**src/design/mcdel_pkg.sv**
```systemverilog
package mcdel_pkg;

    localparam int LANES            = 4;
    localparam int CARD_CHANNELS_DEF = 3;
    localparam int TIME_W           = 32;
    localparam int MS_W             = 16;
    localparam int CFG_IDX_W        = 3;

    // configuration register indexes
    localparam logic [CFG_IDX_W-1:0] REG_ACTIVE_LEVELS = 3'd0;
    localparam logic [CFG_IDX_W-1:0] REG_HOME_DEBOUNCE = 3'd1;
    localparam logic [CFG_IDX_W-1:0] REG_HOME_DEAD     = 3'd2;
    localparam logic [CFG_IDX_W-1:0] REG_CARD_DEBOUNCE = 3'd3;
    localparam logic [CFG_IDX_W-1:0] REG_CARD_DEAD     = 3'd4;

    localparam logic [LANES-1:0] ACTIVE_LEVELS_RST = 4'd0;
    localparam logic [MS_W-1:0]  DEBOUNCE_RST      = 16'd5;
    localparam logic [MS_W-1:0]  DEAD_RST          = 16'd50;

    typedef struct packed {
        logic              init;
        logic              raw;
        logic [TIME_W-1:0] now;
        logic [MS_W-1:0]   debounce;
        logic [MS_W-1:0]   dead;
        logic              take_rise;
        logic              take_fall;
    } t_lane_in;

    typedef struct packed {
        logic stable;
        logic rise;
        logic fall;
    } t_lane_out;

    typedef struct packed {
        logic [LANES-1:0] stable_levels;
        logic [LANES-1:0] rise_pending;
        logic [LANES-1:0] fall_pending;
    } t_result;

endpackage

```
**src/design/multi_channel_debounce_edge_latch_unit.sv**
```systemverilog
// channel | handshake               | payload
// input   | i_in_valid / o_in_stall | i_req_type, i_pin_levels, i_now_time,
//         |                         | i_take_rise, i_take_fall
// output  | o_out_valid / i_out_stall | o_stable_levels, o_rise_pending,
//         |                         | o_fall_pending
// config  | i_cfg_we                | i_cfg_index, i_cfg_data
//
// One beat per cycle unless o_in_stall is high; each result is registered.
// Every channel lane updates in the cycle of acceptance. Synchronous
// active-low reset clears all lane state and the valid flags of both output
// stages. A two-entry output buffer (output register plus skid) absorbs one
// stalled result; o_in_stall rises only while the skid stage holds a beat.
module multi_channel_debounce_edge_latch_unit #(
    parameter int CARD_CHANNELS = mcdel_pkg::CARD_CHANNELS_DEF
) (
    input  logic                               i_clk,
    input  logic                               i_rst_n,
    input  logic                               i_in_valid,
    output logic                               o_in_stall,
    input  logic                               i_req_type,
    input  logic [mcdel_pkg::LANES-1:0]        i_pin_levels,
    input  logic [mcdel_pkg::TIME_W-1:0]       i_now_time,
    input  logic [mcdel_pkg::LANES-1:0]        i_take_rise,
    input  logic [mcdel_pkg::LANES-1:0]        i_take_fall,
    output logic                               o_out_valid,
    input  logic                               i_out_stall,
    output logic [mcdel_pkg::LANES-1:0]        o_stable_levels,
    output logic [mcdel_pkg::LANES-1:0]        o_rise_pending,
    output logic [mcdel_pkg::LANES-1:0]        o_fall_pending,
    input  logic                               i_cfg_we,
    input  logic [mcdel_pkg::CFG_IDX_W-1:0]    i_cfg_index,
    input  logic [mcdel_pkg::MS_W-1:0]         i_cfg_data
);

    localparam int NUM_CH = ((CARD_CHANNELS + 1) > mcdel_pkg::LANES) ?
                            mcdel_pkg::LANES : (CARD_CHANNELS + 1);

    logic [mcdel_pkg::LANES-1:0] r_active_levels;
    logic [mcdel_pkg::MS_W-1:0]  r_home_debounce;
    logic [mcdel_pkg::MS_W-1:0]  r_home_dead;
    logic [mcdel_pkg::MS_W-1:0]  r_card_debounce;
    logic [mcdel_pkg::MS_W-1:0]  r_card_dead;

    logic                        accept;
    logic                        full;
    logic [mcdel_pkg::LANES-1:0] raw;
    logic [mcdel_pkg::LANES-1:0] lane_used;
    mcdel_pkg::t_lane_out        lane_out [mcdel_pkg::LANES];
    mcdel_pkg::t_result          result;

    assign accept     = i_in_valid & ~full;
    assign o_in_stall = full;
    assign raw        = ~(i_pin_levels ^ r_active_levels);

    always_ff @(posedge i_clk) begin
        if (!i_rst_n) begin
            r_active_levels <= mcdel_pkg::ACTIVE_LEVELS_RST;
            r_home_debounce <= mcdel_pkg::DEBOUNCE_RST;
            r_home_dead     <= mcdel_pkg::DEAD_RST;
            r_card_debounce <= mcdel_pkg::DEBOUNCE_RST;
            r_card_dead     <= mcdel_pkg::DEAD_RST;
        end else if (i_cfg_we) begin
            unique case (i_cfg_index)
                mcdel_pkg::REG_ACTIVE_LEVELS: begin
                    r_active_levels <= i_cfg_data[mcdel_pkg::LANES-1:0];
                end
                mcdel_pkg::REG_HOME_DEBOUNCE: r_home_debounce <= i_cfg_data;
                mcdel_pkg::REG_HOME_DEAD:     r_home_dead     <= i_cfg_data;
                mcdel_pkg::REG_CARD_DEBOUNCE: r_card_debounce <= i_cfg_data;
                mcdel_pkg::REG_CARD_DEAD:     r_card_dead     <= i_cfg_data;
                default: ;
            endcase
        end
    end

    for (genvar g = 0; g < mcdel_pkg::LANES; g++) begin : g_lane
        if (g < NUM_CH) begin : g_on
            mcdel_pkg::t_lane_in lane_in;

            assign lane_in.init      = ~i_req_type;
            assign lane_in.raw       = raw[g];
            assign lane_in.now       = i_now_time;
            assign lane_in.debounce  = (g == 0) ? r_home_debounce : r_card_debounce;
            assign lane_in.dead      = (g == 0) ? r_home_dead : r_card_dead;
            assign lane_in.take_rise = i_take_rise[g];
            assign lane_in.take_fall = i_take_fall[g];
            assign lane_used[g]      = 1'b1;

            mcdel_lane u_lane (
                .i_clk    (i_clk),
                .i_rst_n  (i_rst_n),
                .i_accept (accept),
                .i_lane   (lane_in),
                .o_lane   (lane_out[g])
            );
        end else begin : g_off
            assign lane_used[g] = 1'b0;
            assign lane_out[g]  = '0;
        end
    end

    mcdel_merge u_merge (
        .i_clk       (i_clk),
        .i_rst_n     (i_rst_n),
        .i_push      (accept),
        .i_lanes     (lane_out),
        .i_lane_used (lane_used),
        .i_out_stall (i_out_stall),
        .o_full      (full),
        .o_out_valid (o_out_valid),
        .o_result    (result)
    );

    assign o_stable_levels = result.stable_levels;
    assign o_rise_pending  = result.rise_pending;
    assign o_fall_pending  = result.fall_pending;

endmodule

```
**src/design/mcdel_lane.sv**
```systemverilog
module mcdel_lane (
    input  logic                i_clk,
    input  logic                i_rst_n,
    input  logic                i_accept,
    input  mcdel_pkg::t_lane_in i_lane,
    output mcdel_pkg::t_lane_out o_lane
);

    logic                         r_stable, n_stable;
    logic                         r_last_raw, n_last_raw;
    logic [mcdel_pkg::TIME_W-1:0] r_change, n_change;
    logic [mcdel_pkg::TIME_W-1:0] r_event, n_event;
    logic                         r_rise, n_rise;
    logic                         r_fall, n_fall;

    logic [mcdel_pkg::TIME_W-1:0] chg_stamp;
    logic [mcdel_pkg::TIME_W-1:0] since_chg;
    logic [mcdel_pkg::TIME_W-1:0] since_evt;
    logic                         held;
    logic                         dead_ok;
    logic                         rep_rise;
    logic                         rep_fall;

    assign chg_stamp = (i_lane.raw != r_last_raw) ? i_lane.now : r_change;
    assign since_chg = i_lane.now - chg_stamp;
    assign since_evt = i_lane.now - r_event;
    assign held      = since_chg >= {{(mcdel_pkg::TIME_W-mcdel_pkg::MS_W){1'b0}}, i_lane.debounce};
    // a stamp of zero means no event so far
    assign dead_ok   = (r_event == '0) ||
                       (since_evt >= {{(mcdel_pkg::TIME_W-mcdel_pkg::MS_W){1'b0}}, i_lane.dead});

    always_comb begin
        n_stable   = r_stable;
        n_last_raw = i_lane.raw;
        n_change   = chg_stamp;
        n_event    = r_event;
        rep_rise   = r_rise;
        rep_fall   = r_fall;
        if (i_lane.init) begin
            n_stable = i_lane.raw;
            n_change = i_lane.now;
            n_event  = '0;
            rep_rise = 1'b0;
            rep_fall = 1'b0;
        end else if ((i_lane.raw != r_stable) && held) begin
            n_stable = i_lane.raw;
            if (dead_ok) begin
                n_event = i_lane.now;
                if (i_lane.raw) begin
                    rep_rise = 1'b1;
                end else begin
                    rep_fall = 1'b1;
                end
            end
        end
        n_rise = rep_rise & ~i_lane.take_rise;
        n_fall = rep_fall & ~i_lane.take_fall;
    end

    assign o_lane.stable = n_stable;
    assign o_lane.rise   = rep_rise;
    assign o_lane.fall   = rep_fall;

    always_ff @(posedge i_clk) begin
        if (!i_rst_n) begin
            r_stable   <= 1'b0;
            r_last_raw <= 1'b0;
            r_change   <= '0;
            r_event    <= '0;
            r_rise     <= 1'b0;
            r_fall     <= 1'b0;
        end else if (i_accept) begin
            r_stable   <= n_stable;
            r_last_raw <= n_last_raw;
            r_change   <= n_change;
            r_event    <= n_event;
            r_rise     <= n_rise;
            r_fall     <= n_fall;
        end
    end

endmodule

```
**src/design/mcdel_merge.sv**
```systemverilog
module mcdel_merge (
    input  logic               i_clk,
    input  logic               i_rst_n,
    input  logic               i_push,
    input  mcdel_pkg::t_lane_out i_lanes [mcdel_pkg::LANES],
    input  logic [mcdel_pkg::LANES-1:0] i_lane_used,
    input  logic               i_out_stall,
    output logic               o_full,
    output logic               o_out_valid,
    output mcdel_pkg::t_result o_result
);

    mcdel_pkg::t_result r_out, n_out;
    mcdel_pkg::t_result r_skid, n_skid;
    mcdel_pkg::t_result merged;
    logic               r_out_valid, n_out_valid;
    logic               r_skid_valid, n_skid_valid;
    logic               pop;

    // gather lane bits into fields; absent channels read as zero
    always_comb begin
        for (int l = 0; l < mcdel_pkg::LANES; l++) begin
            merged.stable_levels[l] = i_lanes[l].stable & i_lane_used[l];
            merged.rise_pending[l]  = i_lanes[l].rise   & i_lane_used[l];
            merged.fall_pending[l]  = i_lanes[l].fall   & i_lane_used[l];
        end
    end

    assign pop = r_out_valid & ~i_out_stall;

    always_comb begin
        n_out        = r_out;
        n_skid       = r_skid;
        n_out_valid  = r_out_valid;
        n_skid_valid = r_skid_valid;
        if (r_skid_valid) begin
            if (pop) begin
                n_out        = r_skid;
                n_skid_valid = 1'b0;
            end
        end else if (i_push) begin
            if (!r_out_valid || pop) begin
                n_out       = merged;
                n_out_valid = 1'b1;
            end else begin
                // output stalled: park the beat in the skid stage
                n_skid       = merged;
                n_skid_valid = 1'b1;
            end
        end else if (pop) begin
            n_out_valid = 1'b0;
        end
    end

    always_ff @(posedge i_clk) begin
        if (!i_rst_n) begin
            r_out_valid  <= 1'b0;
            r_skid_valid <= 1'b0;
        end else begin
            r_out_valid  <= n_out_valid;
            r_skid_valid <= n_skid_valid;
        end
    end

    always_ff @(posedge i_clk) begin
        r_out  <= n_out;
        r_skid <= n_skid;
    end

    assign o_full      = r_skid_valid;
    assign o_out_valid = r_out_valid;
    assign o_result    = r_out;

endmodule

```
**config.mk**
```make
export PLATFORM = sky130hd
export DESIGN_NAME = multi_channel_debounce_edge_latch_unit
export DESIGN_NICKNAME = d
export VERILOG_FILES = /design/src/design/mcdel_pkg.sv /design/src/design/multi_channel_debounce_edge_latch_unit.sv /design/src/design/mcdel_lane.sv /design/src/design/mcdel_merge.sv
export SDC_FILE = /design/constraint.sdc
export NUM_CORES = 2
export LEC_CHECK = 0
export ABC_AREA = 1
export BUFFER_PORTS_ARGS = -buffer_cell sky130_fd_sc_hd__buf_2
export CAP_MARGIN = 20
export CORE_MARGIN = 3
export CORE_UTILIZATION = 30
export CTS_CLUSTER_DIAMETER = 50
export DETAILED_ROUTE_END_ITERATION = 8
export HOLD_SLACK_MARGIN = 0.1
export SYNTH_ARGS = -nofsm -noshare
export SYNTH_HDL_FRONTEND = slang
export SYNTH_SLANG_ARGS = --single-unit
export TNS_END_PERCENT = 100
```
**constraint.sdc**
```tcl
create_clock -name i_clk -period 13.5 [get_ports i_clk]
set_input_delay 2.7 -clock i_clk [delete_from_list [all_inputs] [get_ports i_clk]]
set_output_delay 2.7 -clock i_clk [all_outputs]
set_load 0.1 [all_outputs]
```
==> flow_metrics.env <==
export IMPL_crit_path_end_kind="flip-flop"
export IMPL_hp_start="r_home_dead[3]"
export IMPL_hold_depth=2
export IMPL_finalMaxSlewViolations=0
export IMPL_rsz0062_at_grt="no"
export IMPL_synth_avg_cell_area_sq_um=6.073
export IMPL_final_nets=6485
export IMPL_max_stage_delay_ns=0.72
export IMPL_fp_dieW_microns=357.1
export IMPL_relSlewSlack_pct=24.75
export IMPL_critPathMaxFanout=54
export IMPL_clock_fmax_mhz=120.6
export IMPL_cts_tree="yes"
export IMPL_clockPowerShare_pct=28.3
export IMPL_regToRegSetupSlack_ns=6.98
export IMPL_grtUsageTotal_pct=24.15
export IMPL_place_ws_ns=4.707
export IMPL_min_path_type="reg2reg"
export IMPL_drcViolationCount=0
export IMPL_dp_hpwl_mm=123.3
export IMPL_antenna_found_initial=10
export IMPL_leakage_uw=0.01884
export IMPL_worstSkewPairLatency_ns=0.65
export IMPL_initial_core_util_pct=30.30
export IMPL_synthArstFlopShare_pct=0
export IMPL_cts_buffers_inserted=50
export IMPL_overflow=0
export IMPL_synth_fp_nets=6497
export IMPL_post_cts_buffers=0
export IMPL_clockBufferDepth=3
export IMPL_io_buffers=82
export IMPL_finClkSkew_ns=0.03923
export IMPL_synth_flop_cell="dfxtp_1"
export IMPL_tightest_slew_ns=1.129
export IMPL_vias=41380
export IMPL_p_sw_uw=2184
export IMPL_synth_edf_count=24
export IMPL_min_to="r_home_dead[3]"
export IMPL_io_pins=83
export IMPL_synth_cell_type_count=57
export IMPL_drv_cap=0
export IMPL_seqPwrFrac_pct=25.1
export IMPL_cts_hold_buffers=0
export IMPL_syn_inst=6088
export IMPL_ys_ff_latch=366
export IMPL_power_density_mw_per_mm2=120.5
export IMPL_rows=128
export IMPL_register_area_sq_mm=0.007567
export IMPL_grt_pass1_vias=38000
export IMPL_fp_dieH_microns=357.1
export IMPL_timing_final_ws_setup_ns=5.207
export IMPL_first_pass_iters=6
export IMPL_startpoint_type="input port"
export IMPL_swShare_pct=44.63
export IMPL_final_util_pct=33.28
export IMPL_drt_total_wl_mm=159.5
export IMPL_drive_gt1_share_pct=6.899
export IMPL_finalSetupViolCount=0
export IMPL_dieArea_sq_mm=0.1275
export IMPL_post_route_period_util_pct=61.43
export IMPL_grt_start_max_net_pins=131
export IMPL_slowest_stage="nand3_1"
export IMPL_peakVddDrop_v=0.0001077
export IMPL_hold_viol=0
export IMPL_core_sq_mm=0.1220
export IMPL_multi_input_area_sq_mm=0.02548
export IMPL_yosysTopAreaCell="dfxtp_1"
export IMPL_synthTopCellsByArea="dfxtp_1 19%, nand2_1 16%, ha_1 11%"
export IMPL_drt_iter0_markers=4729
export IMPL_status="complete, no violations"
export IMPL_yosysSeqAreaShare_pct=20.47
export IMPL_yosys_top_cells_count="1555 x nand2_1, 792 x inv_1, 628 x nor2_1"
export IMPL_grt_first_pass_wirelength_mm=235.0
export IMPL_netlist_area_leader_share_pct=18.52
export IMPL_post_drt_wl_per_cell_microns=20.54
export IMPL_syn_area_sq_mm=0.03697
export IMPL_postCtsResizedCells=0
export IMPL_area_delta_synth_final_pct=9.837
export IMPL_clkSinkCount=366
export IMPL_h_tree_depth=2
export IMPL_ys_warnings_count=0
export IMPL_cp_arrival_ns=8.82
export IMPL_yosysMostFrequentCell="nand2_1"
export IMPL_gp_congestion=0.9972
export IMPL_internal_power_uw=2709
export IMPL_fill_cells=13540
export IMPL_clk_pin_slew_ns=0.06
export IMPL_critical_path_required_ns=14.03
export IMPL_comb_power_share_pct=46.6
export IMPL_fin_crit_ns=8.293
export IMPL_power_uw=4893
export IMPL_crit_path_frequent_cell="nand2_1"
export IMPL_r2r_start="r_active_levels[1]"
export IMPL_reg2reg_depth=31
export IMPL_path_class="in2reg"
export IMPL_setup_tns_ns=0
export IMPL_cts_root_buffer="clkbuf_16"
export IMPL_route_antenna_remaining_nets=0
export IMPL_routed_via_density=5.328
export IMPL_r2r_end="g_lane[1].g_on.u_lane.r_event[23]"
-- worst max-delay path by stage --
| stage | startpoint | to | slack [ns] |
|---|---|---|---|
| final | i_pin_levels[3] | g_lane[3].g_on.u_lane.r_event[16] | 5.21 |
| after global placement | i_pin_levels[3] | g_lane[3].g_on.u_lane.r_event[2] | 4.90 |
| after floorplan | i_pin_levels[3] | u_merge.o_result[11] | 6.98 |
| after global routing | i_pin_levels[3] | g_lane[3].g_on.u_lane.r_event[8] | 4.58 |
| after detailed placement | i_pin_levels[3] | g_lane[3].g_on.u_lane.r_event[19] | 4.71 |
| after CTS | i_pin_levels[3] | g_lane[3].g_on.u_lane.r_event[21] | 5.36 |
-- kinds of logic after synthesis --
| group | after synthesis | synth area share (%) |
|---|---|---|
| flops | 366 | 20.47 |
| compound gates | 1253 | 18.67 |
| simple gates | 2994 | 35.29 |
| buf+inv | 997 | 10.72 |
| xor+xnor | 138 | 3.269 |
| fa+ha+maj | 340 | 11.59 |
-- registers in the layout, summed over array words and instances, names as in the netlist --
register,cells
g_lane.g_on.u_lane.r_event,128
u_merge.o_out_valid,1
g_lane.g_on.u_lane.r_fall,4
r_home_debounce,16
r_card_dead,16
u_merge.r_skid,12
g_lane.g_on.u_lane.r_change,128
r_home_dead,16
g_lane.g_on.u_lane.r_rise,4
r_card_debounce,16
u_merge.o_full,1
r_active_levels,4
g_lane.g_on.u_lane.r_last_raw,4
g_lane.g_on.u_lane.r_stable,4
u_merge.o_result,12
-- power by group through the flow --
| stage | registers (uW) | logic, uW | clock network, uW |
|---|---|---|---|
| after floorplan | 1260 | 1600 | 0 |
| after global placement | 1250 | 2200 | 0 |
| after detailed placement | 1250 | 2220 | 0 |
| after CTS | 1230 | 2240 | 1400 |
| after global routing | 1240 | 2560 | 1450 |
| final | 1230 | 2280 | 1380 |
-- metal layers --
metal | global-route usage (%) | vias up | part of all wire (%)
met3 | 5.002 | 287 | 10
li1 | - | 20200 | -
met2 | 35.77 | 1736 | 41
met5 | 0 | - | 0.026
met1 | 33.50 | 19150 | 44
met4 | 10.87 | 6 | 4.9
-- critical path: cells and delay by family --
kind                       cells  cell delay [ns]
and+or+nand+nor               21             3.54
buffers and inverters          6             1.03
adders and majority gates      3             0.70
AOI/OAI and AO/OA              4             0.64
xor gates and xnor gates       1             0.18
-- area by class of cell --
type                       instances  area share [%]
antenna                           24          0.1479
clock buffer                      62           3.293
clock inverter                    31          0.8935
inverter                         813           7.533
multi-input combinational       4725           62.74
sequential                       366           18.63
tap                             1625           5.006
timing repair buffer             120           1.750
-- cells in the final DEF, fill, tap and decap left out, drive strengths merged, types with 10 or more instances in the layout --
cell and instances:
nand2 1585, a31oi 10, a21boi 18, xnor2 45, a21o 20, edfxtp 24
xor2 93, a221oi 51, nor4 55, inv 820, o21bai 13, o21a 19
a21oi 583, o211ai 42, nand3 344, nand4 160, clkinv 19, ha 336
a211oi 16, o21ai 466, nor3 75, clkbuf 63, nor2 659, or2 85
nand3b 18, dfxtp 342, diode 24, buf 119
-- metrics by stage --
step	hold WS, ns	instance area [sq um]	std cells
floorplan	0.4353	36970	6088
global placement	0.4506	38840	7648
detailed placement	0.4539	38840	7648
CTS	0.4629	40540	7741
global route	0.4859	40550	7743
finish	0.4600	40610	7766
No activity file was read; power rests on OpenSTA's default activity.
